===== config.mk =====
export PLATFORM = sky130hd
export DESIGN_NAME = s2hb_queue
export DESIGN_NICKNAME = d
export VERILOG_FILES = /design/src/sv/s2hb_pkg.sv /design/src/sv/s2hb_queue.sv
export SDC_FILE = /design/constraint.sdc
export NUM_CORES = 1
export LEC_CHECK = 0
export BUFFER_PORTS_ARGS = -buffer_cell sky130_fd_sc_hd__buf_2
export CORE_AREA = 2 2 39 41
export DETAILED_ROUTE_END_ITERATION = 7
export DIE_AREA = 0 0 41 43
export PLACE_DENSITY_LB_ADDON = 0.12
export SLEW_MARGIN = 15
export SYNTH_ARGS = -nofsm -noshare
export SYNTH_HDL_FRONTEND = slang
export SYNTH_SLANG_ARGS = --single-unit

===== constraint.sdc =====
create_clock -name clk -period 1.8 [get_ports clk]
set_clock_uncertainty 0.15 [all_clocks]
set_input_delay 0 -clock clk [delete_from_list [all_inputs] [get_ports clk]]
set_output_delay 0 -clock clk [all_outputs]
set_load 0.005 [all_outputs]

===== src/sv/s2hb_pkg.sv =====
// ============================================================================
// s2hb_pkg - shared types and constants for the symmetric 2D histogram binner
// Request and result layouts, configuration register map, queue entry type
// and the saturating accumulate used on the bin store.
// ============================================================================
`default_nettype none

package s2hb_pkg;

    // Field widths fixed by the request and result formats
    localparam int FREQ_W     = 32;
    localparam int AMP_W      = 32;
    localparam int ACC_W      = 48;
    localparam int BUS_IDX_W  = 8;
    localparam int MAXF_W     = 31;
    localparam int SCALE_W    = 32;
    localparam int NPTS_W     = 9;

    // Configuration port
    localparam int CFG_ADDR_W = 2;
    localparam int CFG_DATA_W = 32;

    localparam logic [CFG_ADDR_W-1:0] CFG_MAX_FREQ  = 2'd0;
    localparam logic [CFG_ADDR_W-1:0] CFG_BIN_SCALE = 2'd1;
    localparam logic [CFG_ADDR_W-1:0] CFG_N_POINTS  = 2'd2;

    localparam logic [MAXF_W-1:0]  MAX_FREQ_RST  = 31'd65536;
    localparam logic [SCALE_W-1:0] BIN_SCALE_RST = 32'd65536;
    localparam logic [NPTS_W-1:0]  N_POINTS_RST  = 9'd256;

    // Defaults for the top-level parameters
    localparam int DEF_MAX_POINTS = 256;
    localparam int QUEUE_DEPTH    = 4;

    // Request codes
    localparam logic [1:0] REQ_ADD   = 2'd0;
    localparam logic [1:0] REQ_READ  = 2'd1;
    localparam logic [1:0] REQ_WRITE = 2'd2;

    // Operation handed from the front end to the store
    typedef enum logic [1:0] {
        OP_ZERO,
        OP_ADD,
        OP_READ,
        OP_WRITE
    } op_t;

    typedef struct packed {
        logic [1:0]                  req_type;
        logic signed [FREQ_W-1:0]    freq_a;
        logic signed [FREQ_W-1:0]    freq_b;
        logic signed [AMP_W-1:0]     amp_re;
        logic signed [AMP_W-1:0]     amp_im;
        logic [BUS_IDX_W-1:0]        bin_row;
        logic [BUS_IDX_W-1:0]        bin_col;
    } in_item_t;

    typedef struct packed {
        logic                        landed;
        logic signed [ACC_W-1:0]     read_re;
        logic signed [ACC_W-1:0]     read_im;
    } out_item_t;

    typedef struct packed {
        logic [MAXF_W-1:0]           max_freq;
        logic [SCALE_W-1:0]          bin_scale;
        logic [NPTS_W-1:0]           n_points;
    } cfg_t;

    // Fixed part of a queue entry; the two bin indices travel beside it
    typedef struct packed {
        op_t                         op;
        logic signed [AMP_W-1:0]     re;
        logic signed [AMP_W-1:0]     im;
    } entry_t;

    // Add a 32-bit amplitude to a 48-bit accumulator, clamp to the 48-bit range
    function automatic logic [ACC_W-1:0] sat_add(input logic [ACC_W-1:0] acc,
                                                 input logic [AMP_W-1:0] add);
        logic [ACC_W:0] s;
        logic [ACC_W-1:0] r;
        s = {acc[ACC_W-1], acc} + {{(ACC_W-AMP_W+1){add[AMP_W-1]}}, add};
        if (s[ACC_W] != s[ACC_W-1]) begin
            r = s[ACC_W] ? {1'b1, {(ACC_W-1){1'b0}}} : {1'b0, {(ACC_W-1){1'b1}}};
        end
        else begin
            r = s[ACC_W-1:0];
        end
        return r;
    endfunction

    function automatic logic [ACC_W-1:0] sext_amp(input logic [AMP_W-1:0] v);
        return {{(ACC_W-AMP_W){v[AMP_W-1]}}, v};
    endfunction

endpackage

`default_nettype wire


===== src/sv/s2hb_queue.sv =====
// ============================================================================
// s2hb_queue - short FIFO between classification and the bin store
// Register-based ring buffer with fill count; head is visible while not empty.
// ============================================================================
`default_nettype none

module s2hb_queue #(
    parameter int WIDTH = 1,
    parameter int DEPTH = s2hb_pkg::QUEUE_DEPTH
) (
    input  wire logic             clk,
    input  wire logic             rst_n,
    input  wire logic             push,
    input  wire logic [WIDTH-1:0] wdata,
    output logic                  full,
    input  wire logic             pop,
    output logic [WIDTH-1:0]      rdata,
    output logic                  empty
);

    localparam int PTR_W = (DEPTH > 1) ? $clog2(DEPTH) : 1;
    localparam int CNT_W = $clog2(DEPTH + 1);

    logic [WIDTH-1:0] slot_reg [DEPTH];
    logic [PTR_W-1:0] wr_ptr_reg;
    logic [PTR_W-1:0] rd_ptr_reg;
    logic [CNT_W-1:0] count_reg;

    assign full  = (count_reg == CNT_W'(DEPTH));
    assign empty = (count_reg == '0);
    assign rdata = slot_reg[rd_ptr_reg];

    // Advance pointers and count
    always_ff @(posedge clk or negedge rst_n) begin
        if (!rst_n) begin
            wr_ptr_reg <= '0;
            rd_ptr_reg <= '0;
            count_reg  <= '0;
        end
        else begin
            if (push) begin
                wr_ptr_reg <= (wr_ptr_reg == PTR_W'(DEPTH - 1)) ? '0 : wr_ptr_reg + 1'b1;
            end
            if (pop) begin
                rd_ptr_reg <= (rd_ptr_reg == PTR_W'(DEPTH - 1)) ? '0 : rd_ptr_reg + 1'b1;
            end
            if (push && !pop) begin
                count_reg <= count_reg + 1'b1;
            end
            else if (pop && !push) begin
                count_reg <= count_reg - 1'b1;
            end
        end
    end

    // Store the pushed entry
    always_ff @(posedge clk) begin
        if (push) begin
            slot_reg[wr_ptr_reg] <= wdata;
        end
    end

endmodule

`default_nettype wire


==> summary.md, run 1 <==
| Metric | Value |
|---|---|
| Worst hold stages | `2` |
| FP Rows | `14` |
| Number of max-cap violations | `0` |
| Clock slew at reported path FFs | `0.06 ns` |
| Hold wc startpoint | `wdata` |
| CP delay by family, top | `buffers and inverters` |
| Initial antenna violation count | `0` |
| Final GP Congestion | `0.711` |
| Share of the synthesized area in the top cell type | `0.317` |
| FMAX | `about 600 MHz` |
| Final setup viols | `0` |
| Die Span Y | `between 40 and 50 um` |
| Post-route cell area | `approximately 710 um^2` |
| Setup WS pre-CTS | `between 0.2 and 0.25 ns` |
| Antenna Cells | `0` |
| Worst reg2reg path depth | `4` |
| Synth warn | `0` |
| First-pass GRT wire length | `around 1.5 mm` |
| Port buffer count | `7` |
| Register area share after synthesis | `0.534` |
| Xor and xnor area share after synthesis | `0.0475` |
| Drt drc | `0` |
| Post-Synth Simple-Gate Area | `0.104` |
| Post-Synth Adder-Cell Area | `0.172` |
| Synth Area in Compound Gates | `0.0339` |
| Avg WL per Cell | `~12 um` |
| NumNets Final | `71` |
| Via density | `about 4.7` |
| Via count | `349` |
| Worst r2r src | `count_reg[0]` |
| Die width | `41 um` |
| Main combinational cell family by area after synthesis | `adder cells` |
| GRT Overall Usage | `0.133` |
| FF/Latch Area | `about 300 um^2` |
| Post-synth top flop | `dfrtp_1` |
| Initial DRT Pass Iterations | `2` |
| Critical path cell sequence | `dlygate4sd3_1 -> buf_2 -> ha_4 -> inv_1 -> fa_2 -> xor2_1 -> nor2_1 -> xor2_1` |
| Most numerous cell in the Yosys netlist | `dfrtp_1` |
| Fin crit share | `0.929` |
| Core area | `between 0.001 and 0.0015 mm^2` |
| CP arrival | `~1.7 ns` |
| DR iter-0 viols | `2` |
| Post-synth EDFFs | `4` |
| Max FO, Critical Path | `9` |
| Worst setup margin | `approximately 0.13 ns` |
| Crit path launch type | `input pin` |
| Pins Over Slew Limit | `0` |
| CP Class | `input pin to register` |
| Worst Setup End Kind | `register` |
| FF+latch count, synth | `11` |
| Avg Synthesized Cell Area | `between 10 and 15 um^2` |
| Syn-to-layout area delta | `28.3%` |
| Initial Util | `0.400` |
| Pwr Density | `roughly 1300 mW/mm^2` |
| Min-delay worst type | `input pin to register` |
| Worst hold path endpoint | `slot_reg[2]` |
| Worst-Skew Late Latency | `roughly 0.26 ns` |
| RSZ-0062 raised after global routing | `no` |
| Setup Total Neg Slack | `0 ns` |
| Cell repeated most along the worst path | `xor2_1` |
| Grt total ovfl | `0` |
| Final wirelength | `a little under 900 um` |
| TritonCTS Buffers | `3` |
| Period minus WS final | `between 1.5 and 2 ns` |
| Post-synth ARST share | `0.636` |
| Area contributors post-synth | `dfrtp_1 32%, edfxtp_1 22%, ha_1 14%, and2_1 4.5%, mux2_2 4.1%` |
| Slowest CP cell | `dlygate4sd3_1` |
| Crit path buffers/inverters | `3` |
| Cell leakage power | `between 0.3 and 0.4 nW` |
| Clk root buf | `clkbuf_4` |
| TritonCTS clock tree | `yes` |
| Flop-to-flop setup slack | `about 0.29 ns` |
| Slew headroom | `0.776` |
| VDD IR max | `between 0.0007 and 0.0008 V` |
| Worst Tran Pin Value | `~0.34 ns` |
| Area of the multi-input gates | `between 200 and 300 um^2` |
| Cell Area, Synth | `about 550 um^2` |
| Reg-to-reg critical path endpoint | `count_reg[2]` |
| Fin. Hold Viols | `0` |
| DIE AREA | `approximately 0.0018 mm^2` |
| Io pins | `8` |
| Synth top cells by count | `7 x dfrtp_1, 6 x ha_1, 4 x and2_1, 4 x edfxtp_1, 4 x inv_1` |
| Largest net degree at the start of global routing | `10` |
| Tot Pwr | `0.922 mW` |
| Post-synthesis mux area share | `0.0814` |
| Fillers | `around 120` |
| Cell taking the most area after synthesis | `dfrtp_1` |
| Syn nets | `53` |
| Clock sink count | `11` |
| Vias in the first global route | `369` |
| Critical Path RT | `~1.8 ns` |
| Largest register FFs | `4` |
| Dpl hpwl | `~700 um` |
| Clock Path Buffers | `2` |
| Post-route ant nets | `0` |
| Placed inst area | `a little over 600 um^2` |
| Critical Path Max Stage Delay | `0.51 ns` |
| H-tree levels | `1` |
| Cells after synthesis | `roughly 40` |
| Layout cell share with drive strength beyond 1 | `0.293` |
| Post-synthesis cell type count | `17` |
| Status | `complete, no violations` |
[through the flow]
step | util | hold slack [ns] | std cells
2_1_floorplan | - | -0.446 | 41
3_3_place_gp | 0.439 | -0.315 | 64
3_5_place_dp | 0.439 | -0.311 | 64
4_1_cts | 0.502 | 0.343 | 74
5_1_grt | 0.513 | 0.371 | 74
6_report | 0.513 | 0.350 | 74
[power by group]
part	switching [mW]	leakage, nW	internal (mW)	total (mW)
Clock	0.0737	0.0150	0.0855	0.159
Combinational	0.131	0.180	0.186	0.317
Sequential	0.0915	0.120	0.355	0.446
Total	0.297	0.315	0.626	0.922
[cell usage in the layout (no fill, tap or decap), types with 2 or more instances in the layout]
cell / count
buf_2: 7
inv_1: 3
mux2_2: 2
edfxtp_1: 4
clkbuf_4: 3
o21ai_0: 2
xor2_1: 2
and2_1: 4
ha_1: 5
nor3_1: 2
dlygate4sd3_1: 6
dfrtp_1: 7
[cell families after synthesis]
family	after synthesis
AO/OA/AOI/OAI	3
XOR/XNOR	3
adder cells (fa/ha/maj)	7
buffers and inverters	4
flip-flops	11
multiplexers	3
AND/OR/NAND/NOR	10
[layer usage]
layer,track usage,vias to the layer above,part of all wire
met5,0,-,0
met4,0.0800,0,0.014
met3,0.0314,2,0.026
met2,0.222,5,0.55
met1,0.140,167,0.41
li1,-,175,-
[worst max-delay path by stage]
stage                       from           end  depth (start not counted)
floorplan           count_reg[0]  count_reg[2]                          4
global placement    count_reg[0]  count_reg[2]                          4
detailed placement  count_reg[0]  count_reg[2]                          4
CTS                          pop  count_reg[2]                          9
global route                 pop  count_reg[2]                          9
finish                      push  count_reg[2]                          8
[area by class of cell]
class,count,share of cell area
flip-flops and latches,11,0.416
multi-input cells,26,0.363
repair buffers,13,0.134
clock buffers,4,0.0370
well taps,16,0.0282
inverters,4,0.0212
[timing repair]
| action | in CTS | in global routing |
|---|---|---|
| hold buffers | 6 | 0 |
| setup buffers | 0 | 0 |
| setup endpoints to repair | 0 | 2 |
| gates resized for setup | 0 | 4 |
| hold endpoints to repair | 15 | 0 |
Note: power is estimated with default switching activity, not from simulation.
==> run 2: changes to the inputs <==
Clock period 1.8 ns to 2.01 ns, I/O delays scaled along.
==> summary.md, run 2 (synthesis gave the netlist of run 1 again) <==
| Metric | Value |
|---|---|
| Fin crit share | `0.895` |
| TritonCTS clock tree | `yes` |
| Most frequent cells in the layout | `7 x dfrtp_1, 7 x buf_2, 6 x ha_1` |
| Grt total ovfl | `0` |
| Final setup viols | `0` |
| VDD IR max | `about 0.00065 V` |
| CP Class | `input pin to register` |
| FMAX | `556 MHz` |
| Setup Total Neg Slack | `0 ns` |
| Worst Setup End Kind | `register` |
| Critical Path RT | `between 2 and 2.5 ns` |
| WHS | `between 0.3 and 0.4 ns` |
| Avg WL per Cell | `about 12 um` |
| CP arrival | `1.82 ns` |
| Worst Tran Pin Value | `roughly 0.35 ns` |
| Max FO, Critical Path | `3` |
| Placed inst area | `roughly 610 um^2` |
| Die width | `a little over 40 um` |
| Dpl hpwl | `a little under 700 um` |
| Clock sink count | `11` |
| Period minus WS final | `approximately 1.8 ns` |
| Cell leakage power | `between 0.3 and 0.4 nW` |
| Syn-to-layout area delta | `23.8%` |
| FP Rows | `14` |
| Status | `complete, no violations` |
| TritonCTS Buffers | `3` |
| Slew headroom | `0.766` |
| Crit path launch type | `input pin` |
| Io pins | `8` |
| Die Span Y | `roughly 43 um` |
| Final wirelength | `~860 um` |
| Post-route cell area | `684 um^2` |
| Finished Layout Cells | `73` |
| Placed Cells | `64` |
| H-tree levels | `1` |
| NumNets Final | `70` |
| Vias in the first global route | `365` |
| Drt drc | `0` |
| DR iter-0 viols | `6` |
| Number of max-cap violations | `0` |
| Fin. Hold Viols | `0` |
| Min-delay worst type | `input pin to register` |
| Worst setup margin | `0.211 ns` |
| Initial DRT Pass Iterations | `2` |
| Pwr Density | `approximately 1200 mW/mm^2` |
| Largest net degree at the start of global routing | `10` |
| Largest register FFs | `4` |
| Setup WS pre-CTS | `around 0.44 ns` |
| Clock Path Buffers | `2` |
| GRT Overall Usage | `0.132` |
| RSZ-0062 raised after global routing | `no` |
| Initial Util | `0.400` |
| Antenna Cells | `0` |
| Post-CTS resize count | `0` |
| Via count | `roughly 350` |
| Initial antenna violation count | `0` |
| First-pass GRT wire length | `1.47 mm` |
| Port buffer count | `7` |
| Fillers | `120` |
| Worst-Skew Late Latency | `around 0.26 ns` |
| Clock slew at reported path FFs | `~0.070 ns` |
| Post-route ant nets | `0` |
| Core area | `0.00138 mm^2` |
| Layout cell share with drive strength beyond 1 | `0.246` |
| DIE AREA | `approximately 0.0018 mm^2` |
| Final GP Congestion | `roughly 0.7` |
| Via density | `roughly 4.8` |
| Pins Over Slew Limit | `0` |
| Clk root buf | `clkbuf_4` |
run 2: path summary, 6_finish.rpt:
check / depth (start not counted) / endpoint / slack (ns) / from
worst max-delay path: 9 / count_reg[2] / 0.21 / pop
worst min-delay path: 2 / slot_reg[2] / 0.35 / wdata
worst max register to register: 4 / count_reg[2] / 0.45 / count_reg[0]
worst min register to register: 1 / count_reg[2] / 0.38 / count_reg[2]
max in group asynchronous: 3 / count_reg[2] / 0.91 / rst_n
min in group asynchronous: 3 / rd_ptr_reg[0] / 0.54 / rst_n
run 2: layer usage:
| layer | part of all wire | vias up | GRT usage |
|---|---|---|---|
| li1 | - | 173 | - |
| met1 | 0.42 | 167 | 0.140 |
| met2 | 0.55 | 5 | 0.219 |
| met3 | 0.026 | 2 | 0.0314 |
| met4 | 0.0093 | 0 | 0.0800 |
| met5 | 0 | - | 0 |
run 2: critical path, stage by stage:
cell and delay, ns:
dlygate4sd3_1 0.53, buf_2 0.13, inv_1 0.09, ha_1 0.19
inv_1 0.07, fa_1 0.37, xor2_1 0.15, nor2_1 0.11
xor2_1 0.18
run 2: where the power goes:
part	switching (mW)	internal [mW]
combinational	0.118	0.160
clock	0.0683	0.0766
sequential	0.0795	0.318
total	0.266	0.554
run 2: final cells by class:
class                   instances  area [um^2]  share of cell area
multi-input cells              26          243               0.355
clock buffers                   4         26.3              0.0384
inverters                       4         15.0              0.0219
repair buffers                 12         85.1               0.124
well taps                      16         20.0              0.0293
flip-flops and latches         11          295               0.431
run 2: through the flow:
stage | power [mW] | util
global placement | 0.641 | 0.439
global route | 0.894 | 0.495
finish | 0.820 | 0.495
detailed placement | 0.680 | 0.439
CTS | 0.833 | 0.495
floorplan | 0.580 | -
run 2: what timing repair did:
item,in CTS,in global routing
hold buffers,5,0
setup buffers,0,0
hold endpoints to repair,15,0
